<file path="src/hw/rtl/fkp_pkg.sv">
// shared types, constants and helper functions of the five-joint pose block
`timescale 1ns / 1ps
`default_nettype none
package fkp_pkg;

  localparam int unsigned JointCount     = 5;
  localparam int unsigned AtanEntries    = 24;
  localparam int unsigned CordicStepsDef = 16;
  localparam int unsigned LenW           = 22;
  localparam int unsigned AngW           = 16;
  localparam int unsigned PosW           = 24;
  localparam int unsigned MW             = 16;
  localparam int unsigned AccW           = 28;
  localparam int unsigned RotW           = 34;
  localparam int unsigned VecW           = 36;
  localparam int unsigned RadW           = 32;
  localparam int unsigned RootW          = 16;
  localparam int unsigned RemW           = 18;
  localparam int unsigned CfgIdxW        = 3;
  localparam int unsigned AtanInW        = 17;

  typedef logic signed [MW-1:0]   mterm_t;
  typedef logic signed [AngW-1:0] ang_t;
  typedef logic signed [AccW-1:0] acc_t;
  typedef logic signed [RotW-1:0] rot_t;
  typedef logic signed [VecW-1:0] vec_t;
  typedef logic signed [PosW-1:0] pos_t;
  typedef logic [LenW-1:0]        len_t;
  typedef logic signed [AtanInW-1:0] atin_t;

  localparam rot_t   GainQ30 = 34'sd652032874;
  localparam mterm_t OneQ14  = 16'sd16384;
  localparam mterm_t ZeroQ14 = 16'sd0;

  localparam logic [AngW-1:0] AngQuarter    = 16'h4000;
  localparam logic [AngW-1:0] AngNegQuarter = 16'hC000;
  localparam logic [AngW-1:0] AngHalf       = 16'h8000;
  localparam logic [AngW-1:0] AngZero       = 16'h0000;

  typedef enum logic [CfgIdxW-1:0] {
    REG_LINK0 = 3'd0,
    REG_LINK1 = 3'd1,
    REG_LINK2 = 3'd2,
    REG_LINK3 = 3'd3,
    REG_LINK4 = 3'd4
  } cfg_reg_e;

  typedef enum logic {
    AXIS_Z = 1'b0,
    AXIS_Y = 1'b1
  } axis_e;

  typedef struct packed {
    mterm_t c;
    mterm_t s;
  } sc_t;

  typedef struct packed {
    logic            spec;
    logic [AngW-1:0] sval;
    vec_t            x;
    vec_t            y;
    logic [31:0]     z;
  } vprep_t;

  function automatic axis_e joint_axis(input int unsigned j);
    case (j)
      1, 2, 4: return AXIS_Y;
      default: return AXIS_Z;
    endcase
  endfunction

  function automatic len_t link_reset(input int unsigned j);
    case (j)
      0:       return 22'd17024;
      1:       return 22'd85965;
      2:       return 22'd46848;
      3:       return 22'd14080;
      default: return 22'd17920;
    endcase
  endfunction

  function automatic logic [31:0] atan_entry(input int unsigned i);
    case (i)
      0:       return 32'h20000000;
      1:       return 32'h12E4051E;
      2:       return 32'h09FB385B;
      3:       return 32'h051111D4;
      4:       return 32'h028B0D43;
      5:       return 32'h0145D7E1;
      6:       return 32'h00A2F61E;
      7:       return 32'h00517C55;
      8:       return 32'h0028BE53;
      9:       return 32'h00145F2F;
      10:      return 32'h000A2F98;
      11:      return 32'h000517CC;
      12:      return 32'h00028BE6;
      13:      return 32'h000145F3;
      14:      return 32'h0000A2FA;
      15:      return 32'h0000517D;
      16:      return 32'h000028BE;
      17:      return 32'h0000145F;
      18:      return 32'h00000A30;
      19:      return 32'h00000518;
      20:      return 32'h0000028C;
      21:      return 32'h00000146;
      22:      return 32'h000000A3;
      23:      return 32'h00000051;
      default: return 32'h00000000;
    endcase
  endfunction

  // round half up by 2^14 and saturate to a matrix term
  function automatic mterm_t rnd_q14(input logic signed [2*MW:0] v);
    logic signed [2*MW:0] t;
    t = (v + 33'sd8192) >>> 14;
    if (t > 33'sd32767) return 16'sd32767;
    if (t < -33'sd32768) return -16'sd32768;
    return mterm_t'(t);
  endfunction

  // q30 cordic output to q2.14, clamped to plus or minus one
  function automatic mterm_t cs_round(input rot_t v);
    rot_t t;
    t = (v + 34'sd32768) >>> 16;
    if (t > 34'sd16384) return OneQ14;
    if (t < -34'sd16384) return -OneQ14;
    return mterm_t'(t);
  endfunction

  function automatic pos_t sat_pos(input acc_t v);
    if (v > 28'sd8388607) return 24'sd8388607;
    if (v < -28'sd8388608) return -24'sd8388608;
    return pos_t'(v);
  endfunction

  // axis cases, scaling and quadrant pre-rotation ahead of the vectoring chain
  function automatic vprep_t vec_prep(input atin_t y, input atin_t x);
    vprep_t r;
    vec_t   xs;
    vec_t   ys;
    xs = vec_t'(x) <<< 14;
    ys = vec_t'(y) <<< 14;
    r.spec = (x == 0) || (y == 0);
    if (x == 0) begin
      r.sval = (y > 0) ? AngQuarter : ((y < 0) ? AngNegQuarter : AngZero);
    end else begin
      r.sval = (x > 0) ? AngZero : AngHalf;
    end
    r.x = xs;
    r.y = ys;
    r.z = 32'h0;
    if (x < 0) begin
      if (y >= 0) begin
        r.x = ys;
        r.y = -xs;
        r.z = 32'h40000000;
      end else begin
        r.x = -ys;
        r.y = xs;
        r.z = 32'hC0000000;
      end
    end
    return r;
  endfunction

endpackage
`default_nettype wire

</file>
<file path="src/hw/rtl/fkp_rot_cell.sv">
// one rotation-mode cordic step with its output register
`timescale 1ns / 1ps
`default_nettype none
module fkp_rot_cell #(
  parameter int unsigned STEP = 0
) (
  input  logic          clk_i,
  input  fkp_pkg::rot_t x_i,
  input  fkp_pkg::rot_t y_i,
  input  fkp_pkg::rot_t z_i,
  output fkp_pkg::rot_t x_o,
  output fkp_pkg::rot_t y_o,
  output fkp_pkg::rot_t z_o
);
  import fkp_pkg::*;

  rot_t dx, dy, da;
  rot_t x_d, y_d, z_d;
  rot_t x_q, y_q, z_q;

  assign dx = y_i >>> STEP;
  assign dy = x_i >>> STEP;
  assign da = rot_t'({{(RotW-32){1'b0}}, atan_entry(STEP)});

  always_comb begin
    if (!z_i[RotW-1]) begin
      x_d = x_i - dx;
      y_d = y_i + dy;
      z_d = z_i - da;
    end else begin
      x_d = x_i + dx;
      y_d = y_i - dy;
      z_d = z_i + da;
    end
  end

  always_ff @(posedge clk_i) begin
    x_q <= x_d;
    y_q <= y_d;
    z_q <= z_d;
  end

  assign x_o = x_q;
  assign y_o = y_q;
  assign z_o = z_q;
endmodule
`default_nettype wire

</file>
<file path="config.mk">
export PLATFORM = sky130hd
export DESIGN_NAME = fkp_rot_cell
export DESIGN_NICKNAME = d
export VERILOG_FILES = /design/src/hw/rtl/fkp_pkg.sv /design/src/hw/rtl/fkp_rot_cell.sv
export SDC_FILE = /design/constraint.sdc
export NUM_CORES = 1
export LEC_CHECK = 0
export BUFFER_PORTS_ARGS = -buffer_cell sky130_fd_sc_hd__buf_2
export CAP_MARGIN = 20
export CORE_MARGIN = 2
export CORE_UTILIZATION = 49
export DETAILED_ROUTE_END_ITERATION = 7
export HOLD_SLACK_MARGIN = 0.15
export PLACE_DENSITY = 0.78
export SYNTH_ARGS = -nofsm -noshare
export SYNTH_HDL_FRONTEND = slang
export SYNTH_SLANG_ARGS = --single-unit
</file>
<file path="constraint.sdc">
create_clock -name clk_i -period 2.5 [get_ports clk_i]
set_input_delay 0.5 -clock clk_i [delete_from_list [all_inputs] [get_ports clk_i]]
set_output_delay 0.5 -clock clk_i [all_outputs]
set_load 0.005 [all_outputs]
</file>
==> flow_summary_export.csv <==
group,metric,value,unit
outcome,status,"complete, but fails checks",
outcome,failed_checks,"negative setup slack",
cells_and_area,fill_cells,1141,
clocking,cts-root-buf,"clkbuf_16",
yosys,ys_types,80,
die,start_util,50.0,%
grt,globalRouteOverflowTotal,0,
cells_and_area,nets,1660,
sta,postLayoutSetupSlackWorst,-0.0174,ns
sta,hold_violations,0,
route,dr.pass1.iters,7,
clocking,cts.clk_slew.worst_paths,0.07,ns
yosys,netlist_area,7940,sq um
setup_path,path_max_fanout,3,
yosys,synth_area_leader_cell,"dfxtp_1",
power,power.switching,0.00221,W
setup_path,crit_type,"in2reg",
die,die_w,131,um
setup_path,worstPathArrival,2.81,ns
cells_and_area,drive_above_1_share,43.5,%
route,wl_per_cell,17.6,um
clocking,numCtsBuffers,9,
setup_path,critPathRequiredTime,2.79,ns
clocking,htreeDepth,3,
power,power_frac_comb,44.4,%
power,swShare,35.0,%
yosys,synth.most_common_cell,"a21oi_1",
clocking,postCtsHoldBufs,0,
route,drt_iter0_drc,693,
die,coreArea,15900,sq um
power,p_int,0.00410,W
place,place.gp.congestion,0.973,
die,dieArea,17200,sq um
yosys,avgSynthCellArea,7.93,sq um
grt,grt_pass1_wl,44.6,mm
sta,tightest_slew,0.483,ns
power,ir_worst_vdd,0.392,mV
die,die_h,131,um
grt,grt_usage,31.7,%
yosys,synth_common_cells,"a21oi_1 (117), inv_1 (108), ha_1 (103), dfxtp_1 (101), nor2_1 (79)",
power,p_total,0.00631,W
cells_and_area,area_growth,53.3,%
grt,grt_start_max_net_pins,42,
sta,relSlewSlack,67.5,%
clocking,cts.path.max_buffers,2,
sta,drv_slew,0,
cells_and_area,num_antenna_cells,0,
yosys,ys_ff_latch,101,
sta,rsz0062_at_grt,"true",
grt,antenna_found_initial,0,
place,portBuffers,204,
die,io_pins,205,
sta,period_share,101,%
power,clkPwrFrac,24.0,%
job,drv_cap,0,
grt,grt_pass1_vias,9021,
route,drc,0,
yosys,netlist_instances,1002,
yosys,yosys_warnings,0,
yosys,ys_seq_area_share,25.5,%
clocking,cts_tree,"built",
route,drt-total-wl,29.4,mm
clocking,clock-sinks,101,
power,leakage,5.92,nW
yosys,synthArstFlopShare,0,%
place,dp_hpwl,22.2,mm
die,rows,46,
power,p_per_area,518,nW/um^2
yosys,ys.flop_type,"dfxtp_1",
yosys,ys_top_cells_by_area,"dfxtp_1 (25%), ha_1 (16%), a21oi_1 (7.4%)",
cells_and_area,postLayoutCoreUtil,76.7,%
sta,fmax,397,MHz
setup_path,worstSetupStartpointType,"input pin",
yosys,synth-edff-count,0,
yosys,syn_nets,1212,
min_path,hp-class,"in2reg",
route,vias_per_cell,5.50,
sta,setup_violations,2,
sta,period_needed,2.52,ns
route,via_count,9185,
route,ant_nets,0,
setup_path,crit_path_end_kind,"register",
yosys,yosys.area.top_type_share,25.5,%
power,pwr-share-seq,31.6,%
state kept, by name, indices dropped and copies added (netlist names):
signal	cells
x_o	34
y_o	33
z_o	34
worst paths after layout:
check | from | to | slack [ns] | cells past startpoint
worst max-delay path | y_i[0] | y_o[30] | -0.02 | 13
worst min-delay path | z_i[15] | z_o[15] | 0.24 | 1
cell type report:
| type | instances | area (sq um) | area share [%] |
|---|---|---|---|
| Multi-Input combinational cell | 746 | 5980 | 49.1 |
| Timing Repair Buffer | 480 | 3160 | 25.9 |
| Sequential cell | 101 | 2020 | 16.6 |
| Inverter | 112 | 435 | 3.58 |
| Tap cell | 216 | 270 | 2.22 |
| Clock buffer | 10 | 239 | 1.96 |
| Clock inverter | 6 | 76.3 | 0.627 |
critical path, stage by stage:
cell and delay (ns):
buf_8 0.12, inv_4 0.05, ha_4 0.14, fa_2 0.21, nor2b_2 0.05, o31a_1 0.29, nor3_2 0.25, o211a_1 0.26
and2_4 0.19, o21ai_2 0.07, a221o_1 0.36, o221ai_2 0.18, xnor2_1 0.13
layer usage:
layer | routed length, um | global-route usage, % | part of all wire [%] | vias to the layer above
met4 | 1110 | 12.4 | 3.8 | 0
met5 | 0 | 0 | 0 | -
met3 | 2090 | 6.40 | 7.1 | 94
met2 | 14200 | 54.9 | 48 | 463
met1 | 12100 | 38.7 | 41 | 4247
li1 | - | - | - | 4381
power by group through the flow:
stage          clock (W)  combinational, W  sequential [W]
6_report         0.00151           0.00280         0.00200
5_1_grt          0.00160           0.00301         0.00201
4_1_cts          0.00153           0.00257         0.00199
3_5_place_dp           0           0.00251         0.00202
3_3_place_gp           0           0.00247         0.00202
2_1_floorplan          0           0.00121         0.00206
cells in the final DEF (no fill, tap or decap), types with 13 or more instances in the layout:
cell type	instances
nand3_1	22
xnor2_1	59
a21oi_1	98
a21o_1	17
o21ai_1	16
nand2b_1	13
dfxtp_1	101
a21oi_2	18
nor3_1	15
buf_4	272
ha_4	19
nor2_1	75
inv_1	94
nand2_1	42
o21ai_0	58
buf_2	199
ha_1	77
timing repair:
item,4_1_cts,5_1_grt
pin swaps,9,52
setup buffers,2,8
endpoints found under the setup margin,21,35
resized for setup,28,119
kinds of logic (layout without fill, tap and decap cells):
family,count (synthesis),in the layout,share of synthesized area (%)
AO/OA/AOI/OAI,321,321,26.0
AND/OR/NAND/NOR,240,240,14.9
buffers and inverters,155,608,7.70
adder cells (fa/ha/maj),107,107,17.2
flip-flops,101,101,25.5
XOR/XNOR,68,68,7.50
multiplexers,10,10,1.26
stage by stage:
| step | setup TNS, ns | instance area, sq um | hold slack [ns] | setup slack [ns] | std cells |
|---|---|---|---|---|---|
| after floorplan | -0.190 | 8100 | 0.528 | -0.0912 | 1002 |
| after global placement | -13.84 | 11200 | 0.602 | -0.520 | 1645 |
| after detailed placement | -15.82 | 11200 | 0.604 | -0.681 | 1645 |
| after CTS | -0.0269 | 11600 | 0.229 | -0.0210 | 1663 |
| after global routing | -0.375 | 12200 | 0.224 | -0.0885 | 1671 |
| final | -0.0239 | 12200 | 0.238 | -0.0174 | 1671 |
(Power assumes the default switching activity.)
