### config.mk
export PLATFORM = sky130hd
export DESIGN_NAME = fkp_sqrt_cell
export DESIGN_NICKNAME = d
export VERILOG_FILES = /design/src/hw/rtl/fkp_pkg.sv /design/src/hw/rtl/fkp_sqrt_cell.sv
export SDC_FILE = /design/constraint.sdc
export NUM_CORES = 1
export LEC_CHECK = 0
export ABC_AREA = 1
export BUFFER_PORTS_ARGS = -buffer_cell sky130_fd_sc_hd__buf_2
export CORE_ASPECT_RATIO = 0.75
export CORE_MARGIN = 3
export CORE_UTILIZATION = 47
export CTS_BUF_LIST = sky130_fd_sc_hd__clkbuf_4
export DETAILED_ROUTE_END_ITERATION = 10
export PLACE_DENSITY_LB_ADDON = 0.05
export RECOVER_POWER = 100
export SETUP_SLACK_MARGIN = 0.15
export SLEW_MARGIN = 25
export SYNTH_ARGS = -nofsm -noshare
export SYNTH_HDL_FRONTEND = slang
export SYNTH_SLANG_ARGS = --single-unit
export TNS_END_PERCENT = 1
### constraint.sdc
create_clock -name clk_i -period 2.2 [get_ports clk_i]
set_clock_uncertainty 0.1 [all_clocks]
set_input_delay 0.44 -clock clk_i [delete_from_list [all_inputs] [get_ports clk_i]]
set_output_delay 0.44 -clock clk_i [all_outputs]
set_load 0.005 [all_outputs]
### src/hw/rtl/fkp_pkg.sv
// shared types, constants and helper functions of the five-joint pose block
`timescale 1ns / 1ps
`default_nettype none
package fkp_pkg;

  localparam int unsigned JointCount     = 5;
  localparam int unsigned AtanEntries    = 24;
  localparam int unsigned CordicStepsDef = 16;
  localparam int unsigned LenW           = 22;
  localparam int unsigned AngW           = 16;
  localparam int unsigned PosW           = 24;
  localparam int unsigned MW             = 16;
  localparam int unsigned AccW           = 28;
  localparam int unsigned RotW           = 34;
  localparam int unsigned VecW           = 36;
  localparam int unsigned RadW           = 32;
  localparam int unsigned RootW          = 16;
  localparam int unsigned RemW           = 18;
  localparam int unsigned CfgIdxW        = 3;
  localparam int unsigned AtanInW        = 17;

  typedef logic signed [MW-1:0]   mterm_t;
  typedef logic signed [AngW-1:0] ang_t;
  typedef logic signed [AccW-1:0] acc_t;
  typedef logic signed [RotW-1:0] rot_t;
  typedef logic signed [VecW-1:0] vec_t;
  typedef logic signed [PosW-1:0] pos_t;
  typedef logic [LenW-1:0]        len_t;
  typedef logic signed [AtanInW-1:0] atin_t;

  localparam rot_t   GainQ30 = 34'sd652032874;
  localparam mterm_t OneQ14  = 16'sd16384;
  localparam mterm_t ZeroQ14 = 16'sd0;

  localparam logic [AngW-1:0] AngQuarter    = 16'h4000;
  localparam logic [AngW-1:0] AngNegQuarter = 16'hC000;
  localparam logic [AngW-1:0] AngHalf       = 16'h8000;
  localparam logic [AngW-1:0] AngZero       = 16'h0000;

  typedef enum logic [CfgIdxW-1:0] {
    REG_LINK0 = 3'd0,
    REG_LINK1 = 3'd1,
    REG_LINK2 = 3'd2,
    REG_LINK3 = 3'd3,
    REG_LINK4 = 3'd4
  } cfg_reg_e;

  typedef enum logic {
    AXIS_Z = 1'b0,
    AXIS_Y = 1'b1
  } axis_e;

  typedef struct packed {
    mterm_t c;
    mterm_t s;
  } sc_t;

  typedef struct packed {
    logic            spec;
    logic [AngW-1:0] sval;
    vec_t            x;
    vec_t            y;
    logic [31:0]     z;
  } vprep_t;

  function automatic axis_e joint_axis(input int unsigned j);
    case (j)
      1, 2, 4: return AXIS_Y;
      default: return AXIS_Z;
    endcase
  endfunction

  function automatic len_t link_reset(input int unsigned j);
    case (j)
      0:       return 22'd17024;
      1:       return 22'd85965;
      2:       return 22'd46848;
      3:       return 22'd14080;
      default: return 22'd17920;
    endcase
  endfunction

  function automatic logic [31:0] atan_entry(input int unsigned i);
    case (i)
      0:       return 32'h20000000;
      1:       return 32'h12E4051E;
      2:       return 32'h09FB385B;
      3:       return 32'h051111D4;
      4:       return 32'h028B0D43;
      5:       return 32'h0145D7E1;
      6:       return 32'h00A2F61E;
      7:       return 32'h00517C55;
      8:       return 32'h0028BE53;
      9:       return 32'h00145F2F;
      10:      return 32'h000A2F98;
      11:      return 32'h000517CC;
      12:      return 32'h00028BE6;
      13:      return 32'h000145F3;
      14:      return 32'h0000A2FA;
      15:      return 32'h0000517D;
      16:      return 32'h000028BE;
      17:      return 32'h0000145F;
      18:      return 32'h00000A30;
      19:      return 32'h00000518;
      20:      return 32'h0000028C;
      21:      return 32'h00000146;
      22:      return 32'h000000A3;
      23:      return 32'h00000051;
      default: return 32'h00000000;
    endcase
  endfunction

  // round half up by 2^14 and saturate to a matrix term
  function automatic mterm_t rnd_q14(input logic signed [2*MW:0] v);
    logic signed [2*MW:0] t;
    t = (v + 33'sd8192) >>> 14;
    if (t > 33'sd32767) return 16'sd32767;
    if (t < -33'sd32768) return -16'sd32768;
    return mterm_t'(t);
  endfunction

  // q30 cordic output to q2.14, clamped to plus or minus one
  function automatic mterm_t cs_round(input rot_t v);
    rot_t t;
    t = (v + 34'sd32768) >>> 16;
    if (t > 34'sd16384) return OneQ14;
    if (t < -34'sd16384) return -OneQ14;
    return mterm_t'(t);
  endfunction

  function automatic pos_t sat_pos(input acc_t v);
    if (v > 28'sd8388607) return 24'sd8388607;
    if (v < -28'sd8388608) return -24'sd8388608;
    return pos_t'(v);
  endfunction

  // axis cases, scaling and quadrant pre-rotation ahead of the vectoring chain
  function automatic vprep_t vec_prep(input atin_t y, input atin_t x);
    vprep_t r;
    vec_t   xs;
    vec_t   ys;
    xs = vec_t'(x) <<< 14;
    ys = vec_t'(y) <<< 14;
    r.spec = (x == 0) || (y == 0);
    if (x == 0) begin
      r.sval = (y > 0) ? AngQuarter : ((y < 0) ? AngNegQuarter : AngZero);
    end else begin
      r.sval = (x > 0) ? AngZero : AngHalf;
    end
    r.x = xs;
    r.y = ys;
    r.z = 32'h0;
    if (x < 0) begin
      if (y >= 0) begin
        r.x = ys;
        r.y = -xs;
        r.z = 32'h40000000;
      end else begin
        r.x = -ys;
        r.y = xs;
        r.z = 32'hC0000000;
      end
    end
    return r;
  endfunction

endpackage
`default_nettype wire

### src/hw/rtl/fkp_sqrt_cell.sv
// one restoring square-root digit with its output register
`timescale 1ns / 1ps
`default_nettype none
module fkp_sqrt_cell #(
  parameter int unsigned BITPOS = 15
) (
  input  logic                      clk_i,
  input  logic [fkp_pkg::RadW-1:0]  rad_i,
  input  logic [fkp_pkg::RemW-1:0]  rem_i,
  input  logic [fkp_pkg::RootW-1:0] root_i,
  output logic [fkp_pkg::RadW-1:0]  rad_o,
  output logic [fkp_pkg::RemW-1:0]  rem_o,
  output logic [fkp_pkg::RootW-1:0] root_o
);
  import fkp_pkg::*;

  logic [RemW+1:0]  cur;
  logic [RemW+1:0]  trial;
  logic [RemW-1:0]  rem_d, rem_q;
  logic [RootW-1:0] root_d, root_q;
  logic [RadW-1:0]  rad_q;

  assign cur   = {rem_i, rad_i[2*BITPOS+1 -: 2]};
  assign trial = {2'b00, root_i, 2'b01};

  always_comb begin
    if (cur >= trial) begin
      rem_d  = RemW'(cur - trial);
      root_d = {root_i[RootW-2:0], 1'b1};
    end else begin
      rem_d  = cur[RemW-1:0];
      root_d = {root_i[RootW-2:0], 1'b0};
    end
  end

  always_ff @(posedge clk_i) begin
    rad_q  <= rad_i;
    rem_q  <= rem_d;
    root_q <= root_d;
  end

  assign rad_o  = rad_q;
  assign rem_o  = rem_q;
  assign root_o = root_q;
endmodule
`default_nettype wire

==> results of run 1 <==
[registers in the layout, indices dropped and copies added, names as in the netlist]
register and flops:
rad_o 32, rem_o 18, root_o 16
[metrics by stage]
step	total power, W	utilization [%]
CTS	0.00276	70.0
global route	0.00290	70.6
detailed placement	0.00195	64.6
finish	0.00273	70.6
global placement	0.00194	64.6
floorplan	0.00168	-
[worst max-delay path: cells and delay by family]
| kind | cells | cell delay (ns) |
|---|---|---|
| adders and majority gates | 1 | 0.36 |
| AOI/OAI and AO/OA | 1 | 0.25 |
| and+or+nand+nor | 6 | 0.70 |
| buffers and inverters | 2 | 0.37 |
[power groups by stage]
stage / Clock (W) / Combinational, W / Sequential [W]
after global placement: 0 / 0.000584 / 0.00135
after global routing: 0.000867 / 0.000690 / 0.00134
final: 0.000785 / 0.000609 / 0.00133
after CTS: 0.000817 / 0.000615 / 0.00133
after detailed placement: 0 / 0.000590 / 0.00136
after floorplan: 0 / 0.000300 / 0.00138
[path summary, 6_finish.rpt]
| check | endpoint | depth (start not counted) |
|---|---|---|
| hold / removal | rad_o[18] | 1 |
| setup / recovery | rem_o[16] | 10 |
[layout make-up]
type                    count  area (µm²)  area share [%]
clock buffers               9        67.6            1.75
clock inverters             7        68.8            1.78
inverters                  52         195            5.06
multi-input cells         218        1160            30.1
flip-flops and latches     66        1320            34.2
well taps                  75        93.8            2.43
repair buffers            167         951            24.6
[cells in the mapped netlist]
master	instances	area, µm²
nand2_2	2	12.5
nand2_1	123	462
nand3_2	6	60.1
nand3_1	11	55.1
nand2_4	1	11.3
xnor2_1	1	8.76
xor2_2	1	16.3
o21bai_1	1	7.51
xor2_1	8	70.1
nand4_1	1	6.26
ha_1	18	225
nor2_1	16	60.1
o21ai_0	4	20.0
inv_1	51	191
a21oi_1	13	65.1
nand3b_1	7	52.6
dfxtp_1	66	1320
inv_4	1	6.26
nor3_1	2	10.0
a211oi_1	1	7.51
buf_6	3	33.8
nor2_2	2	12.5
[layer usage]
layer / global-route usage (%) / part of all wire [%]
met5: 0 / 0
met4: 7.21 / 1.4
met3: 7.35 / 7.8
met2: 31.6 / 45
met1: 28.5 / 46
[repair_timing]
item,CTS,global route
hold buffers,16,8
resized for setup,0,0
hold endpoints to repair,16,8
[cell usage in the layout, fill, tap and decap left out]
master / n
inv_2: 1
ha_1: 18
buf_4: 10
inv_6: 1
dfxtp_1: 66
buf_1: 1
nor2_2: 2
xor2_2: 1
clkinv_4: 1
a211oi_1: 1
o21ai_0: 4
nand3_2: 6
nand3_1: 11
nor3_1: 2
o21bai_1: 1
inv_1: 51
dlygate4sd3_1: 24
clkinv_1: 1
nor2_1: 16
clkinv_2: 2
nand2_1: 123
nand2_2: 2
buf_2: 96
clkbuf_1: 35
nand2_4: 1
xnor2_1: 1
a21oi_1: 13
buf_12: 1
xor2_1: 8
bufinv_16: 1
nand3b_1: 7
clkinvlp_4: 1
nand4_1: 1
clkbuf_4: 9
[logic make-up (layout without fill, tap and decap cells)]
group,count (synthesis),in the layout
flops,66,66
buf+inv,55,235
simple gates,171,171
compound gates,19,19
xor+xnor,10,10
fa+ha+maj,18,18
==> reports/metrics.cfg, run 1 <==
[clock_tree]
h-tree-depth=3
cts_tree=yes
cts_setup_buffers=0
numCtsBuffers=9
cts_root_buf=clkbuf_4
clk_path_buf_depth=2
clock-sinks=66
clkTransAtPathRegs_ns=0.10

[setup_path]
crit_required_ns=2.45
worstPathArrival_ns=2.12
startpoint_type=input pin
path_common_cell=nand2_1
crit_path_start=rem_i[9]
cp_slowest_cell=ha_1
critPathMaxFanout=16
path_cells=clkbuf_1 > ha_1 > a21oi_1 > nand2_1 > nand3b_1 > nand2_1 > nand2_4 > inv_2 > nand2_1 > nand2_1
critPathKind=input pin to register
end_kind=register
cpPeakStageDelay_ns=0.36

[detailed_routing]
post_drt_wl_per_cell_um=11.9
ant_nets=0
first_pass_iters=4
vias=2647
drt-total-wl_mm=7.08
drc_errors=0
vias_per_cell=4.46
drt_iter0_drc=120

[logic_synthesis]
synth-adder-area-share_pct=8.29
synth-simple-area-share_pct=27.3
syn_nets=424
synth_cell_types=22
netlist_instances=339
synth_xor_area_share_pct=3.50
synth_mux_area_share_pct=0
ys_warn_count=0
synth-compound-area-share_pct=3.69
yosysSeqAreaShare_pct=48.7
ys_seq_elements=66
synthesis.area_um2=2720
syn_area_per_cell_um2=8.01
synth_top_family_by_area=simple AND/OR/NAND/NOR gates

[floorplanning]
dieArea_um2=6730
die_h_um=71.8
io_pins=133
core-area_um2=5470
die_x_um=93.8
placementRows=23
start_util_pct=49.7

[global_routing]
antenna_found_initial=0
grt_pass1_wl_mm=10.9
track_usage_pct=21.1
grt_pass1_vias=2385
overflow=0
grt_max_degree=17

[timing]
whs_ns=0.0333
setup_tns_ns=0
min_period_over_period_pct=85.4
timing.slew.headroom_pct=77.8
worstMarginPinSlew_ns=0.333
setup_viol_count_final=0
finalHoldViolCount=0
clock.fmax_mhz=533
timing.final.crit_period_ns=1.88
drv_slew=0
fin_ws_ns=0.322
rsz0062_at_grt=false

[pwr]
powerDensity_nw_per_um2=707
sw_frac_of_total_pct=29.1
p_int_w=0.00193
comb_power_share_pct=22.3
p_leak_nw=2.12
power_frac_seq_pct=48.9
clkPwrFrac_pct=28.8
ir_drop_v=0.000581
p_sw_w=0.000793

[placement]
place_ws_ns=-0.0163
place_inst=554
place_area_um2=3530
place_congestion=0.881
dpl.hpwl_mm=5.28
port_buffers=132

[finish]
layout-drive-gt1-share_pct=26.0
fin_nets=599
final_cells=594
final_area_um2=3860
diodes=0
area_delta_synth_final_pct=42.2
nFillCells=502

[outcome]
status=finished, final reports clean

[hold_path]
hold_start=rad_i[18]
hp-class=input pin to register

[run]
drv_cap=0

(Power assumes the default switching activity.)
==> run 2: changes to the inputs <==
- ABC_AREA: 1 -> default
- CORE_UTILIZATION: 47 -> 46
==> run 2 against run 1 <==
  * Combinational power is 28% higher
  * Clock power is 15% higher
  * First-iteration DRC count is 7.5% lower
  * Power is 11% higher
  * Sequential power hardly changed
  * Fmax is 7.4% lower
  * Via count is 9.6% lower
  * Synthesized cell count is 32% lower
  * Sequential share of layout area is 2.1 points lower
  * Routed wire length is 2.5% lower
  * Die area is 4.8% lower
  * Critical path type unchanged
==> reports/metrics.cfg, run 2 <==
[setup_path]
crit_end=rem_o[17]
critPathMaxFanout=4
end_kind=register
crit_path_start=root_i[7]
path_cells=clkbuf_1 > inv_8 > ha_4 > o21a_1 > a211oi_2 > nor2_1 > nor4b_2 > nor4_2 > mux2_4
crit_required_ns=2.41
startpoint_type=input pin
cpPeakStageDelay_ns=0.30
worstPathArrival_ns=2.24
cp_slowest_cell=a211oi_2
critPathKind=input pin to register

[pwr]
p_leak_nw=1.92
powerDensity_nw_per_um2=737
ir_drop_v=0.000472

[detailed_routing]
vias=2392
drt_iter0_drc=111
post_drt_wl_per_cell_um=13.7
ant_nets=0
first_pass_iters=4
drc_errors=0
drt-total-wl_mm=6.90
vias_per_cell=4.76

[run]
drv_cap=0

[clock_tree]
cts_tree=yes
numCtsBuffers=9
clk_path_buf_depth=2
h-tree-depth=3
clkTransAtPathRegs_ns=0.11
clock-sinks=66
cts_root_buf=clkbuf_4

[timing]
setup_tns_ns=0
timing.final.crit_period_ns=2.03
setup_viol_count_final=0
min_period_over_period_pct=92.1
drv_slew=0
finalHoldViolCount=0
worstMarginPinSlew_ns=0.400
fin_ws_ns=0.173
rsz0062_at_grt=true
clock.fmax_mhz=493
timing.slew.headroom_pct=73.3

[logic_synthesis]
ys_warn_count=0
syn_nets=314
yosys.area.top_type=dfxtp_1
postSynth.asyncResetShare_pct=0
ys_seq_elements=66
synthTopCellsByArea=dfxtp_1, ha_1, mux2_2
ys_top_cells_by_count=dfxtp_1, inv_1, ha_1
synth_cell_types=41
netlist_instances=229
synthesis.area_um2=2520
synth_edf_count=0
yosysSeqAreaShare_pct=52.5
syn_area_per_cell_um2=11.0
synth.most_common_cell=dfxtp_1
ys.flop_type=dfxtp_1
synth.top_cell.area_share_pct=52.5

[finish]
layout-drive-gt1-share_pct=46.7
largest_register_ffs=32
final_common_cell=buf_2
fin_nets=510
mostFrequentLayoutCells=buf_2, dfxtp_1, clkbuf_1, buf_4
area_delta_synth_final_pct=63.2
final_area_um2=4110
nFillCells=362

[placement]
place_ws_ns=-0.265
place_congestion=0.793
port_buffers=132
dpl.hpwl_mm=4.99
place_area_um2=3860

[global_routing]
track_usage_pct=19.9
grt_pass1_wl_mm=10.2
overflow=0
grt_max_degree=13
grt_pass1_vias=2281
antenna_found_initial=1

[hold_path]
whs_path_depth=1
hp-class=input pin to register

[floorplanning]
dieArea_um2=6410
placementRows=22
die_h_um=70.1
die_x_um=91.4
start_util_pct=49.5
core-area_um2=5090
io_pins=133

[outcome]
status=finished, final reports clean

==> run 2: worst max-delay path, delay by kind of cell <==
kind | cells | cell delay, ns
buf+inv | 2 | 0.25
fa+ha+maj | 1 | 0.26
mux | 1 | 0.25
compound gates | 2 | 0.49
simple gates | 3 | 0.53
==> run 2: report_power, final <==
group	total (W)	switching [W]	internal, W
clock	0.000903	0.000442	0.000460
sequential	0.00135	0.0000332	0.00131
combinational	0.000780	0.000345	0.000435
total	0.00303	0.000820	0.00221
==> run 2: kinds of logic (layout without fill, tap and decap cells) <==
logic type,after synthesis,in the layout,share of synthesized area (%)
flops,66,66,52.5
mux,18,18,7.90
other cells,0,1,0
fa+ha+maj,18,18,8.94
simple gates,46,46,8.89
buf+inv,24,225,3.97
xor+xnor,14,14,4.87
compound gates,43,43,13.0
==> run 2: area by class of cell <==
class,count,area [µm²],area share (%)
clock inverter,7,92.6,2.25
timing repair buffer,189,1070,26.1
tap,72,90.1,2.19
antenna,1,2.50,0.0609
multi-input combinational,139,1370,33.4
inverter,20,92.6,2.25
clock buffer,9,67.6,1.64
sequential,66,1320,32.1
==> run 2: worst min path at each step <==
| stage | to | slack [ns] | start |
|---|---|---|---|
| after floorplan | rad_o[0] | 0.37 | rad_i[0] |
| after global placement | rad_o[8] | 0.44 | rad_i[8] |
| after detailed placement | rad_o[29] | 0.44 | rad_i[29] |
| after CTS | rad_o[18] | 0.009 | rad_i[18] |
| after global routing | rad_o[24] | 0.001 | rad_i[24] |
| final | rad_o[14] | 0.02 | rad_i[14] |
==> run 2: per-stage QoR <==
step | power [W] | cells | hold WS [ns] | utilization (%)
CTS | 0.00304 | 489 | 0.00883 | 79.2
finish | 0.00303 | 503 | 0.0209 | 80.7
global placement | 0.00212 | 471 | 0.442 | 75.8
global route | 0.00318 | 503 | 0.00137 | 80.7
floorplan | 0.00180 | 229 | 0.368 | -
detailed placement | 0.00214 | 471 | 0.444 | 75.8
==> run 2: timing repair <==
item	4_1_cts	5_1_grt
pin swaps	4	2
endpoints found under the setup margin	1	2
hold buffers	0	13
setup buffers	2	0
gates resized for setup	0	2
endpoints found under the hold margin	0	13
==> run 2: routing by layer <==
layer | part of all wire [%] | wire length, µm | vias up | track usage, %
met2 | 49 | 3390 | 100 | 31.7
met3 | 7.9 | 546 | 13 | 8.18
li1 | - | - | 1192 | -
met4 | 1.8 | 121 | 0 | 6.52
met1 | 41 | 2840 | 1087 | 24.3
met5 | 0 | 0 | - | 0
