==> config.mk <==
export PLATFORM = sky130hd
export DESIGN_NAME = fkp_vec_cell
export DESIGN_NICKNAME = d
export VERILOG_FILES = /design/src/hw/rtl/fkp_pkg.sv /design/src/hw/rtl/fkp_vec_cell.sv
export SDC_FILE = /design/constraint.sdc
export NUM_CORES = 1
export LEC_CHECK = 0
export BUFFER_PORTS_ARGS = -buffer_cell sky130_fd_sc_hd__buf_2
export CORE_ASPECT_RATIO = 1.1
export CORE_MARGIN = 4
export CORE_UTILIZATION = 56
export DETAILED_ROUTE_END_ITERATION = 16
export GPL_TIMING_DRIVEN = 0
export HOLD_SLACK_MARGIN = 0.08
export PLACE_DENSITY_LB_ADDON = 0.05
export SETUP_SLACK_MARGIN = 0.15
export SKIP_CTS_REPAIR_TIMING = 1
export SLEW_MARGIN = 20
export SYNTH_ARGS = -nofsm -noshare
export SYNTH_HDL_FRONTEND = slang
export SYNTH_SLANG_ARGS = --single-unit
==> constraint.sdc <==
create_clock -name clk_i -period 7.9 [get_ports clk_i]
set_input_delay 0.395 -clock clk_i [delete_from_list [all_inputs] [get_ports clk_i]]
set_output_delay 0.395 -clock clk_i [all_outputs]
set_load 0.02 [all_outputs]
==> src/hw/rtl/fkp_pkg.sv <==
// shared types, constants and helper functions of the five-joint pose block
`timescale 1ns / 1ps
`default_nettype none
package fkp_pkg;

  localparam int unsigned JointCount     = 5;
  localparam int unsigned AtanEntries    = 24;
  localparam int unsigned CordicStepsDef = 16;
  localparam int unsigned LenW           = 22;
  localparam int unsigned AngW           = 16;
  localparam int unsigned PosW           = 24;
  localparam int unsigned MW             = 16;
  localparam int unsigned AccW           = 28;
  localparam int unsigned RotW           = 34;
  localparam int unsigned VecW           = 36;
  localparam int unsigned RadW           = 32;
  localparam int unsigned RootW          = 16;
  localparam int unsigned RemW           = 18;
  localparam int unsigned CfgIdxW        = 3;
  localparam int unsigned AtanInW        = 17;

  typedef logic signed [MW-1:0]   mterm_t;
  typedef logic signed [AngW-1:0] ang_t;
  typedef logic signed [AccW-1:0] acc_t;
  typedef logic signed [RotW-1:0] rot_t;
  typedef logic signed [VecW-1:0] vec_t;
  typedef logic signed [PosW-1:0] pos_t;
  typedef logic [LenW-1:0]        len_t;
  typedef logic signed [AtanInW-1:0] atin_t;

  localparam rot_t   GainQ30 = 34'sd652032874;
  localparam mterm_t OneQ14  = 16'sd16384;
  localparam mterm_t ZeroQ14 = 16'sd0;

  localparam logic [AngW-1:0] AngQuarter    = 16'h4000;
  localparam logic [AngW-1:0] AngNegQuarter = 16'hC000;
  localparam logic [AngW-1:0] AngHalf       = 16'h8000;
  localparam logic [AngW-1:0] AngZero       = 16'h0000;

  typedef enum logic [CfgIdxW-1:0] {
    REG_LINK0 = 3'd0,
    REG_LINK1 = 3'd1,
    REG_LINK2 = 3'd2,
    REG_LINK3 = 3'd3,
    REG_LINK4 = 3'd4
  } cfg_reg_e;

  typedef enum logic {
    AXIS_Z = 1'b0,
    AXIS_Y = 1'b1
  } axis_e;

  typedef struct packed {
    mterm_t c;
    mterm_t s;
  } sc_t;

  typedef struct packed {
    logic            spec;
    logic [AngW-1:0] sval;
    vec_t            x;
    vec_t            y;
    logic [31:0]     z;
  } vprep_t;

  function automatic axis_e joint_axis(input int unsigned j);
    case (j)
      1, 2, 4: return AXIS_Y;
      default: return AXIS_Z;
    endcase
  endfunction

  function automatic len_t link_reset(input int unsigned j);
    case (j)
      0:       return 22'd17024;
      1:       return 22'd85965;
      2:       return 22'd46848;
      3:       return 22'd14080;
      default: return 22'd17920;
    endcase
  endfunction

  function automatic logic [31:0] atan_entry(input int unsigned i);
    case (i)
      0:       return 32'h20000000;
      1:       return 32'h12E4051E;
      2:       return 32'h09FB385B;
      3:       return 32'h051111D4;
      4:       return 32'h028B0D43;
      5:       return 32'h0145D7E1;
      6:       return 32'h00A2F61E;
      7:       return 32'h00517C55;
      8:       return 32'h0028BE53;
      9:       return 32'h00145F2F;
      10:      return 32'h000A2F98;
      11:      return 32'h000517CC;
      12:      return 32'h00028BE6;
      13:      return 32'h000145F3;
      14:      return 32'h0000A2FA;
      15:      return 32'h0000517D;
      16:      return 32'h000028BE;
      17:      return 32'h0000145F;
      18:      return 32'h00000A30;
      19:      return 32'h00000518;
      20:      return 32'h0000028C;
      21:      return 32'h00000146;
      22:      return 32'h000000A3;
      23:      return 32'h00000051;
      default: return 32'h00000000;
    endcase
  endfunction

  // round half up by 2^14 and saturate to a matrix term
  function automatic mterm_t rnd_q14(input logic signed [2*MW:0] v);
    logic signed [2*MW:0] t;
    t = (v + 33'sd8192) >>> 14;
    if (t > 33'sd32767) return 16'sd32767;
    if (t < -33'sd32768) return -16'sd32768;
    return mterm_t'(t);
  endfunction

  // q30 cordic output to q2.14, clamped to plus or minus one
  function automatic mterm_t cs_round(input rot_t v);
    rot_t t;
    t = (v + 34'sd32768) >>> 16;
    if (t > 34'sd16384) return OneQ14;
    if (t < -34'sd16384) return -OneQ14;
    return mterm_t'(t);
  endfunction

  function automatic pos_t sat_pos(input acc_t v);
    if (v > 28'sd8388607) return 24'sd8388607;
    if (v < -28'sd8388608) return -24'sd8388608;
    return pos_t'(v);
  endfunction

  // axis cases, scaling and quadrant pre-rotation ahead of the vectoring chain
  function automatic vprep_t vec_prep(input atin_t y, input atin_t x);
    vprep_t r;
    vec_t   xs;
    vec_t   ys;
    xs = vec_t'(x) <<< 14;
    ys = vec_t'(y) <<< 14;
    r.spec = (x == 0) || (y == 0);
    if (x == 0) begin
      r.sval = (y > 0) ? AngQuarter : ((y < 0) ? AngNegQuarter : AngZero);
    end else begin
      r.sval = (x > 0) ? AngZero : AngHalf;
    end
    r.x = xs;
    r.y = ys;
    r.z = 32'h0;
    if (x < 0) begin
      if (y >= 0) begin
        r.x = ys;
        r.y = -xs;
        r.z = 32'h40000000;
      end else begin
        r.x = -ys;
        r.y = xs;
        r.z = 32'hC0000000;
      end
    end
    return r;
  endfunction

endpackage
`default_nettype wire

==> src/hw/rtl/fkp_vec_cell.sv <==
// one vectoring-mode cordic step with its output register
`timescale 1ns / 1ps
`default_nettype none
module fkp_vec_cell #(
  parameter int unsigned STEP = 0
) (
  input  logic          clk_i,
  input  fkp_pkg::vec_t x_i,
  input  fkp_pkg::vec_t y_i,
  input  logic [31:0]   z_i,
  output fkp_pkg::vec_t x_o,
  output fkp_pkg::vec_t y_o,
  output logic [31:0]   z_o
);
  import fkp_pkg::*;

  vec_t        dx, dy;
  vec_t        x_d, y_d, x_q, y_q;
  logic [31:0] z_d, z_q;

  assign dx = y_i >>> STEP;
  assign dy = x_i >>> STEP;

  always_comb begin
    if (!y_i[VecW-1]) begin
      x_d = x_i + dx;
      y_d = y_i - dy;
      z_d = z_i + atan_entry(STEP);
    end else begin
      x_d = x_i - dx;
      y_d = y_i + dy;
      z_d = z_i - atan_entry(STEP);
    end
  end

  always_ff @(posedge clk_i) begin
    x_q <= x_d;
    y_q <= y_d;
    z_q <= z_d;
  end

  assign x_o = x_q;
  assign y_o = y_q;
  assign z_o = z_q;
endmodule
`default_nettype wire

==> metrics list, run 1 <==
- Share of final-layout standard cells stronger than drive strength 1: 0.1971
- Vias in the first global route: between 8000 and 9000
- The internal portion of the total power is about 1.1 mW.
- The share of total power dissipated in the clock network is 0.232.
* Post-detailed-route DRC marker count: 0
- Initial antenna violation count: 0
* Logic pwr share: 0.435
* Yosys cell types: 74
- The run finished with clean final reports.
- Startpoint of the most critical setup path: x_i[5]
- The cell area that synthesis handed to floorplanning was 8576 um^2.
- The share of the Yosys chip area taken by registers is 0.2404.
- CP endpoint: y_o[35]
* Cells after synthesis: between 1000 and 1500
- In the final routed layout, each cell accounts on average for between 15 and 20 um.
- Worst Setup Path Type: in2reg
* Cell family contributing the most delay on the critical path: compound AO/OA/AOI/OAI gates
* CTS Sinks: ~100
- Final Routed Wirelength: 29.18 mm
- For this design the top-level I/O count stands at ~210.
- Number of register bits inferred by synthesis: approximately 100
- Final Net Count: 1528
* Sequential share of power: 0.334
* Overall routing resource usage: 0.3218
- Share of flip-flops with an asynchronous set or reset: 0
- Switching portion of total power: 0.4072
- After the first detailed-routing iteration, the DRC count stood at around 850.
* Largest fanout on the critical path: 10
* Worst hold slack: between 0.1 and 0.15 ns
- Top library cells by usage in the layout, fill and taps aside: sky130_fd_sc_hd__buf_2, sky130_fd_sc_hd__a21oi_1, sky130_fd_sc_hd__inv_1
* Slew Limit Fails: 0
- Ratio of final minimum period to clock period: 0.4476
- Growth of design area from synthesis to finish: 18.34%
* Slowest-stage cell, CP: sky130_fd_sc_hd__o41ai_1
- Final setup viols: 0
* Net count after synthesis: between 1000 and 1500
* Remaining global-route overflow: 0
* Number of placement rows: 47
- Clock slew at reported path FFs: 0.07 ns
* Time the worst path needs with I/O delays and setup: ~3.5 ns
* First-pass GRT wire length: between 40 and 50 mm
- Timing would allow up to roughly 0.28 GHz.
- For the worst setup path, the data arrival time is between 3 and 4 ns.
- The first TritonRoute pass finished after 7 iterations.
- CTS Root Cell: sky130_fd_sc_hd__clkbuf_16
- Ant diodes: 0
- Die extent in x: approximately 130 um
- The total area inside the core boundary comes to ~15000 um^2.
* Post-Synthesis Mean Instance Area: 7.825 um^2
- Clock tree from TritonCTS: built
- Overall power consumption: around 1.9 mW
- Post-route ant nets: 0
- Data required time of the critical path: 8.14 ns
* P_leak: just under 5 nW
- The worst setup path is captured at a register.
- Counting both buffers and inverters, the worst setup path holds a total of 3.
- The initial utilization of the core area, before any placement, comes to 0.5696.
- Number of max-cap violations: 0
- In the synthesized netlist the dominant register cell turns out to be sky130_fd_sc_hd__dfxtp_1.
* Critical path depth: 13
- Slew at the pin closest to its max-slew limit: roughly 0.98 ns
* Hold/Removal Path Class: in2reg
- Fraction of the core area covered by cells at the end of the flow: 0.6741
- Setup repair after global routing left no endpoint under its margin.
- Final hold viol count: 0
* Area enclosed by the die boundary: approximately 17000 um^2
- On the worst path, the slowest cell contributes a delay of approximately 0.59 ns.
* Die Span Y: between 100 and 150 um
- Number of buffers inserted by port buffering: about 210
* Power density over the cells: roughly 190 nW/um^2
* Worst slew slack as a fraction of its limit: 0.3407
* Total net switching power: just under 0.8 mW
* Largest net degree at the start of global routing: 19
- Across all layers, the routed design uses between 9000 and 10000 vias.
- Largest voltage drop on the vdd net: approximately 0.16 mV
* Cell-by-cell listing of the critical path: buf_2, inv_1, ha_1, buf_2, nor4_1, nand2_1, o211ai_1, o211ai_1, a32oi_2, a41oi_1, o41ai_1, o21ai_0, xor2_1
* Crit start category: input pin
- Post-synth EDFFs: 0
- Total negative setup slack: 0 ns
* Ys Warns: 0
- Inserted Clock Buffers: 9
- Number of buffers between clock root and the deepest sink: 2
- Count of H-tree levels built during CTS: 3
- In the routed layout, each cell is associated on average with a via count of 5.980.
- The library cell used most frequently in the layout, excluding fill and tap cells, is sky130_fd_sc_hd__buf_2.
- Total half-perimeter wirelength after legalization and detailed placement: about 23 mm
- At the end of routability-driven placement, the weighted congestion stood at just under 1.
[kinds of logic after synthesis]
logic type / count (synthesis) / synth area share
adder cells (fa/ha/maj): 109 / 0.1625
multiplexers: 17 / 0.01984
XOR/XNOR: 68 / 0.06945
AO/OA/AOI/OAI: 385 / 0.2889
buffers and inverters: 163 / 0.07587
AND/OR/NAND/NOR: 251 / 0.1430
flip-flops: 103 / 0.2404
[through the flow]
stage / instances / area [um^2] / setup WS, ns
2_1_floorplan: 1096 / 8576 / 4.928
3_3_place_gp: 1499 / 9857 / 4.238
3_5_place_dp: 1499 / 9857 / 4.185
4_1_cts: 1515 / 10150 / 4.562
5_1_grt: 1515 / 10150 / 4.296
6_report: 1515 / 10150 / 4.364
[power by group through the flow]
stage	Combinational, mW	Sequential [mW]	Clock [mW]
CTS	0.814	0.637	0.452
detailed placement	0.809	0.649	0
global route	0.887	0.646	0.471
floorplan	0.409	0.778	0
finish	0.829	0.636	0.442
global placement	0.805	0.645	0
[metal layers]
layer | global-route usage | up-vias | routed length [um]
li1 | - | 4281 | -
met1 | 0.3990 | 4106 | 11540
met2 | 0.5361 | 566 | 13520
met3 | 0.06243 | 107 | 2840
met4 | 0.1597 | 0 | 1274
met5 | 0 | - | 0
[synth_stat cells, types with 6 or more instances]
library cell | count | area [um^2]
sky130_fd_sc_hd__o31ai_1 | 9 | 67.56
sky130_fd_sc_hd__buf_2 | 13 | 65.06
sky130_fd_sc_hd__o21a_1 | 12 | 90.09
sky130_fd_sc_hd__o221ai_1 | 6 | 52.55
sky130_fd_sc_hd__nand2_1 | 49 | 183.9
sky130_fd_sc_hd__o21bai_1 | 24 | 180.2
sky130_fd_sc_hd__inv_1 | 109 | 409.1
sky130_fd_sc_hd__and3_1 | 8 | 50.05
sky130_fd_sc_hd__mux2i_1 | 17 | 170.2
sky130_fd_sc_hd__dfxtp_1 | 103 | 2062
sky130_fd_sc_hd__o21ai_0 | 82 | 410.4
sky130_fd_sc_hd__nand3_1 | 13 | 65.06
sky130_fd_sc_hd__a211oi_1 | 13 | 97.59
sky130_fd_sc_hd__nor2b_1 | 17 | 106.4
sky130_fd_sc_hd__clkbuf_1 | 22 | 82.58
sky130_fd_sc_hd__xor2_1 | 13 | 113.9
sky130_fd_sc_hd__nand4_1 | 14 | 87.58
sky130_fd_sc_hd__xnor2_1 | 55 | 481.7
sky130_fd_sc_hd__o211ai_1 | 14 | 105.1
sky130_fd_sc_hd__nor2_1 | 88 | 330.3
sky130_fd_sc_hd__a21oi_1 | 128 | 640.6
sky130_fd_sc_hd__nor3_1 | 18 | 90.09
sky130_fd_sc_hd__a21o_1 | 27 | 202.7
sky130_fd_sc_hd__buf_1 | 14 | 52.55
sky130_fd_sc_hd__ha_1 | 105 | 1314
sky130_fd_sc_hd__nor4_1 | 9 | 56.30
[flip-flops by register name, indices dropped and copies added (netlist names)]
register,cells
y_o,36
x_o,35
z_o,32
[worst min path at each step]
stage	start	to	slack, ns	cells past startpoint
2_1_floorplan	z_i[0]	z_o[0]	0.42	0
5_1_grt	z_i[10]	z_o[10]	0.12	1
3_5_place_dp	z_i[7]	z_o[7]	0.50	1
3_3_place_gp	z_i[20]	z_o[20]	0.50	1
4_1_cts	z_i[7]	z_o[7]	0.12	1
6_report	z_i[25]	z_o[25]	0.12	1
[area by class of cell]
| class | count | area, um^2 |
|---|---|---|
| inverters | 110 | 412.9 |
| repair buffers | 207 | 1036 |
| fillers | 1375 | 4906 |
| clock buffers | 10 | 239.0 |
| flip-flops and latches | 103 | 2062 |
| well taps | 196 | 245.2 |
| plain buffers | 53 | 237.7 |
| clock inverters | 6 | 52.55 |
| multi-input cells | 830 | 5863 |
Power figures use the tool's default switching activity.
==> run 2: changes to the inputs <==
--- a/config.mk
+++ b/config.mk
@@ -5,10 +5,11 @@
 export SDC_FILE = /design/constraint.sdc
 export NUM_CORES = 1
 export LEC_CHECK = 0
+export ABC_AREA = 1
 export BUFFER_PORTS_ARGS = -buffer_cell sky130_fd_sc_hd__buf_2
 export CORE_ASPECT_RATIO = 1.1
 export CORE_MARGIN = 4
-export CORE_UTILIZATION = 56
+export CORE_UTILIZATION = 51
 export DETAILED_ROUTE_END_ITERATION = 16
 export GPL_TIMING_DRIVEN = 0
 export HOLD_SLACK_MARGIN = 0.08
==> constraint.sdc (replaced) <==
create_clock -name clk_i -period 3 [get_ports clk_i]
set_input_delay 0.15 -clock clk_i [delete_from_list [all_inputs] [get_ports clk_i]]
set_output_delay 0.15 -clock clk_i [all_outputs]
set_load 0.02 [all_outputs]
==> metrics list, run 2 <==
- In this run the vertical extent of the chip is 153.9 um.
- sky130_fd_sc_hd__nand2_1 is the most common cell in the netlist.
- The worst setup path is launched from an input pin.
- Number of buffers between clock root and the deepest sink: 2
* Share of flip-flops with an asynchronous set or reset: 0
- By area the synthesized netlist is led by sky130_fd_sc_hd__dfxtp_1, sky130_fd_sc_hd__nand2_1, sky130_fd_sc_hd__ha_1.
- Worst Setup Path Type: in2reg
- Final estimated routing congestion in global placement: slightly above 1
- Worst slew slack as a fraction of its limit: 0.3375
* Endpoint type of the worst setup path: register
- Overall power consumption: 5.230 mW
- Synthesis produced a netlist whose cell count is roughly 1600.
- Final setup viols: 0
* Unrepaired setup endpoints after global routing: no
- After routing, the total negative slack on setup checks comes to 0 ns.
- Wires add up to roughly 40 mm.
- Final Net Count: around 2100
- Vias in the first global route: approximately 11000
- Cell taking the most area after synthesis: sky130_fd_sc_hd__dfxtp_1
* Net count after synthesis: between 1500 and 2000
- Area enclosed by the die boundary: around 22000 um^2
* Start point of the worst hold path: y_i[0]
- Clock tree from TritonCTS: built
- Total half-perimeter wirelength after legalization and detailed placement: around 33 mm
- Ratio of final minimum period to clock period: 0.7069
* CP endpoint: y_o[32]
- Along the worst path, the maximum fanout reaches 4.
* Startpoint of the most critical setup path: y_i[0]
- P_leak: about 6.5 nW
- CTS Sinks: 103
* Ys Warns: 0
* Overall routing resource usage: 0.3429
- The path class of the tightest hold or removal check is in2reg.
- Detailed-router iteration count before antenna repair: 6
- The die is approximately 140 um wide.
- In the final layout, the share of cells above drive strength 1 is 0.1562.
- Share of the synthesized area in the top cell type: 0.2090
* Data arrival time at the worst-slack endpoint: between 2 and 2.5 ns
- Post-synth EDFFs: 0
- Routed via count divided by cell count: 5.531
- Number of placement rows: 53
- In this run, distinct cell masters in the synthesized netlist total 42.
* Time the worst path needs with I/O delays and setup: between 2 and 2.5 ns
- Max FFs per register: 36
* Largest voltage drop on the vdd net: approximately 0.34 mV
* Number of buffers inserted by port buffering: roughly 210
- Routed vias: about 12000
- Data required time of the critical path: roughly 3.3 ns
* Slew Limit Fails: 0
- Slew at the pin closest to its max-slew limit: 0.9938 ns
- In the final routed layout, each cell accounts on average for between 15 and 20 um.
- Leaving out fill and tap cells, the most frequent cells in the layout are sky130_fd_sc_hd__nand2_1, sky130_fd_sc_hd__inv_1, sky130_fd_sc_hd__buf_2.
- Most frequent standard cell in the layout excluding fill and tap cells: sky130_fd_sc_hd__nand2_1
- Across the run, the number of max-cap violations was 0.
* CTS Root Cell: sky130_fd_sc_hd__clkbuf_16
* Part of the Yosys area used for sequential elements: 0.2090
- Clock slew at reported path FFs: about 0.090 ns
- After the first detailed-routing iteration, the DRC count stood at about 1000.
- Count of H-tree levels built during CTS: 3
- The hold violation count in the final report was 0.
- In this run, synthesis produced a sequential element count of 103.
- First-pass GRT wire length: approximately 58 mm
- After synthesis the cells add up to 9867 um^2.
- Post-Synthesis Mean Instance Area: between 6 and 7 um^2
- Fmax: ~0.47 GHz
* Ant diodes: 0
* Largest net degree at the start of global routing: 22
* Initial core utilization: 0.5166
* Power density over the cells: 442.1 nW/um^2
- Growth of design area from synthesis to finish: 19.88%
* Inserted Clock Buffers: 9
- Core region area: 19100 um^2
- After global routing the overflow that remains totals 0.
- Ranking of synthesized cells by instance count: sky130_fd_sc_hd__nand2_1, sky130_fd_sc_hd__inv_1, sky130_fd_sc_hd__nand3_1, sky130_fd_sc_hd__nor2_1, sky130_fd_sc_hd__a21oi_1
- The number of antenna violations at the first check in global routing was 0.
- Post-detailed-route DRC marker count: 0
- Counting the fill cells in the layout gives approximately 1900.
* I/O Pins: around 210
- The flow ran to the end, and the final reports show no timing, DRC or antenna violations.
- The count of nets left with antenna violations once routing finished came out at 0.
* Prevailing post-synth register cell: sky130_fd_sc_hd__dfxtp_1
run 2: worst min path at each step:
stage	end	slack, ns	depth (start not counted)
after floorplan	z_o[0]	0.18	0
after global placement	z_o[11]	0.25	1
after detailed placement	z_o[10]	0.25	1
after CTS	z_o[8]	-0.13	1
after global routing	y_o[0]	0.1	3
final	y_o[0]	0.08	3
run 2: layout make-up:
class                           instances  area (um^2)  area share
Multi-Input combinational cell       1235         6574      0.5557
Sequential cell                       103         2062      0.1743
Timing Repair Buffer                  238         1346      0.1138
Inverter                              250        938.4     0.07933
Tap cell                              247        309.0     0.02613
Buffer                                 47        292.8     0.02475
Clock buffer                            9        225.2     0.01904
Clock inverter                          7        81.33    0.006875
run 2: stage by stage:
step	worst slack, ns	hold slack, ns	util	std cells	instance area, um^2
after floorplan	1.279	0.1777	-	1635	9867
after global placement	0.6153	0.2521	0.5871	2089	11210
after detailed placement	0.6246	0.2541	0.5871	2089	11210
after CTS	1.013	-0.1292	0.6031	2105	11520
after global routing	0.7774	0.09937	0.6194	2136	11830
final	0.8793	0.08334	0.6194	2136	11830
run 2: power by group:
group / internal [mW] / total [mW] / switching, mW
logic: 0.738 / 2.35 / 1.61
registers: 1.57 / 1.62 / 0.0475
clock network: 0.603 / 1.26 / 0.658
total: 2.91 / 5.23 / 2.32
run 2: cells by family after synthesis:
kind of cell               share of synthesized area
and+or+nand+nor                               0.3551
adders and majority gates                     0.1413
xor gates and xnor gates                     0.02840
buffers and inverters                         0.1248
AOI/OAI and AO/OA                             0.1415
DFF                                           0.2090
run 2: layer usage:
metal | up-vias | share of wire | track usage
met3 | 152 | 0.070 | 0.03764
met2 | 617 | 0.49 | 0.6163
li1 | 5671 | - | -
met4 | 0 | 0.063 | 0.1754
met5 | - | 0 | 0
met1 | 5374 | 0.38 | 0.3995
run 2: critical path, stage by stage:
cell and delay, ns:
sky130_fd_sc_hd__buf_2 0.10, sky130_fd_sc_hd__inv_1 0.06, sky130_fd_sc_hd__ha_1 0.22, sky130_fd_sc_hd__fa_1 0.54
sky130_fd_sc_hd__o21ai_1 0.46, sky130_fd_sc_hd__nand2_1 0.12, sky130_fd_sc_hd__nand2_1 0.11, sky130_fd_sc_hd__nand2_1 0.10
sky130_fd_sc_hd__nand2_1 0.16, sky130_fd_sc_hd__nand2_1 0.09, sky130_fd_sc_hd__nand2_1 0.07, sky130_fd_sc_hd__nand2_1 0.05
sky130_fd_sc_hd__nand3_1 0.07, sky130_fd_sc_hd__nand2_1 0.08
==> run 3: changes to the inputs <==
==> constraint.sdc (replaced) <==
create_clock -name clk_i -period 1.9 [get_ports clk_i]
set_input_delay 0.095 -clock clk_i [delete_from_list [all_inputs] [get_ports clk_i]]
set_output_delay 0.095 -clock clk_i [all_outputs]
set_load 0.02 [all_outputs]
==> metrics list, run 3 (same netlist as run 2, synthesis figures left out) <==
* Sequential share of power: 0.292
* Post-route ant nets: 0
- Of the total power, combinational logic draws 0.479.
- In the final layout, the share of cells above drive strength 1 is 0.2600.
- The die covers between 20000 and 25000 um^2.
- The filler cells instantiated in the layout total about 1800.
- P_leak: ~6.7 nW
- Hold/Removal Path Class: in2reg
* Outcome: completed
* Largest net degree at the start of global routing: 22
* Growth of design area from synthesis to finish: 30.65%
- Summed over all failing endpoints, the final setup total negative slack is 0 ns.
- Detailed-router iteration count before antenna repair: 9
* Relative contribution of the clock network to total power: 0.229
- The floorplan has 53 rows.
* Vias in the first global route: ~11000
- Final std cell area, no fill: 12890 um^2
- At the worst endpoint, the arrival time is between 2 and 2.5 ns.
* I/O Pins: 209
- The detailed router placed ~12000 vias in this run.
- TritonCTS built the clock tree.
- Post-detailed-route DRC marker count: 0
- Cell area after placement: between 10000 and 15000 um^2
- After the flow finishes, the layout carries non-filler instances totaling roughly 2200.
* Fmax: between 0.5 and 0.6 GHz
- Slew Limit Fails: 0
- Inserted Clock Buffers: 9
- For this design the ratio of total power to cell area is 678.4 nW/um^2.
* Number of placed instances with taps included: roughly 2100
- For this block, the initial DRC count from the detailed router was 1036.
- The routed design has 41.65 mm of wire.
- Overall power consumption: between 8 and 9 mW
- The most numerous cell type found on the critical path is sky130_fd_sc_hd__nand2_1.
- Total net switching power: slightly below 4 mW
- Data on the critical path is required at its endpoint by between 2 and 2.5 ns.
- Final setup viols: 0
* Internal cell power: roughly 4.8 mW
* Initial antenna violation count: 0
- Worst hold slack: ~0.11 ns
- Max FFs per register: 36
- Of all nets on the critical path, the largest fanout is 8.
* Met2 layer usage reported by global route: 0.6163
* Cell family contributing the most delay on the critical path: simple AND/OR/NAND/NOR gates
- In the finished design, the share of the clock period the worst path needs comes to 0.9189.
* Core region area: between 15000 and 20000 um^2
* Final Worst Setup Slack: around 0.15 ns
* Crit start category: input pin
- Number of buffers between clock root and the deepest sink: 2
* Minimum setup slack after placement: -0.4204 ns
- Final Net Count: ~2100
- The layer flagged by global routing as most heavily used is met2.
- Across the run, the number of max-cap violations was 0.
- Time the worst path needs with I/O delays and setup: 1.746 ns
* Unrepaired setup endpoints after global routing: yes
* Largest voltage drop on the vdd net: around 0.55 mV
- Global routing finished with a remaining overflow of 0.
* Ant diodes: 0
- The initial utilization of the core area, before any placement, comes to 0.5166.
- For this run, global-route usage on met3 was measured as 0.03764.
* Clock slew at reported path FFs: 0.09 ns
- From left edge to right edge, the die measures 140.6 um.
- The first global-routing pass estimated 57.85 mm of wire.
- The hold violation count in the final report came to 0.
- Across the whole layout, storage elements account for 2062 um^2.
- Summing all multi-input logic gate instances after layout gives slightly above 7000 um^2.
- The library cell used most frequently in the layout, excluding fill and tap cells, is sky130_fd_sc_hd__nand2_1.
* Total half-perimeter wirelength after legalization and detailed placement: 32.69 mm
* Buf+Inv Stages, Crit Path: 5
- STA classifies the critical path endpoint as a register.
- The worst setup path is of the in2reg kind.
- In this run the number of H-tree levels came out at 3.
- Biggest cell delay along the critical path: about 0.29 ns
- CTS Root Cell: sky130_fd_sc_hd__clkbuf_16
* Fraction of the core area covered by cells at the end of the flow: 0.6750
* Worst slew slack as a fraction of its limit: 0.3104
* Slowest-stage cell, CP: sky130_fd_sc_hd__ha_1
- Final estimated routing congestion in global placement: between 1 and 1.5
- Met1 Track Usage GR: 0.3995
- Routed via count divided by cell count: ~5.6
- CTS Sinks: around 100
- At the pin with the least slew margin, the transition time is roughly 1.0 ns.
* Switching portion of total power: 0.4481
* Number of buffers inserted by port buffering: approximately 210
- The die is roughly 150 um tall.
- Dividing the detail-routed wire length by the instance count gives 19.19 um.
* Top library cells by usage in the layout, fill and taps aside: sky130_fd_sc_hd__nand2_1, sky130_fd_sc_hd__inv_1, sky130_fd_sc_hd__buf_2
- Overall routing resource usage: 0.3429
* Cell-by-cell listing of the critical path: buf_2, inv_1, ha_1, buf_6, clkinvlp_4, nand2_2, inv_1, nand3_1, o21bai_1, nand2_1, a21oi_2, nand2_1, nand2_1, nand2_1, nand2_1, nand2_1
-- run 3: changes by cell type in the layout (fill, tap and decap cells not counted), moves of 25 or more --
cell | before | now
sky130_fd_sc_hd__a21oi_1 | 121 | 74
sky130_fd_sc_hd__a21oi_2 | 2 | 45
sky130_fd_sc_hd__nand2_1 | 469 | 427
sky130_fd_sc_hd__nand2_2 | 6 | 45
sky130_fd_sc_hd__nor2_1 | 151 | 115
sky130_fd_sc_hd__o21ai_0 | 83 | 58
-- run 3: power by group through the flow --
stage,Clock [mW],Sequential [mW],Combinational (mW)
final,2.01,2.55,4.19
after global routing,2.09,2.58,4.48
after CTS,2.00,2.54,3.58
after detailed placement,0,2.59,3.56
after global placement,0,2.58,3.52
after floorplan,0,3.02,1.89
-- run 3: worst min-delay path, stage by stage --
cell and delay [ns]:
sky130_fd_sc_hd__buf_2 0.11, sky130_fd_sc_hd__inv_1 0.06, sky130_fd_sc_hd__fa_1 0.15, sky130_fd_sc_hd__inv_1 0.03
-- run 3: per-layer routing --
| layer | wire length, um | vias to the layer above | share of wire |
|---|---|---|---|
| li1 | - | 5733 | - |
| met1 | 15220 | 5533 | 0.37 |
| met2 | 20240 | 706 | 0.49 |
| met3 | 3177 | 197 | 0.076 |
| met4 | 3010 | 0 | 0.072 |
| met5 | 0 | - | 0 |
-- run 3: worst paths after layout --
path                     from      end  slack [ns]  depth (start not counted)
worst max-delay path  x_i[32]  x_o[35]        0.15                         16
worst min-delay path  z_i[30]  z_o[30]        0.11                          4
-- run 3: final cells by class --
type | instances | area share
tap | 247 | 0.02397
clock buffer | 9 | 0.01747
buffer | 47 | 0.02854
inverter | 250 | 0.07639
multi-input combinational | 1235 | 0.5629
timing repair buffer | 272 | 0.1244
clock inverter | 7 | 0.006309
sequential | 103 | 0.1600
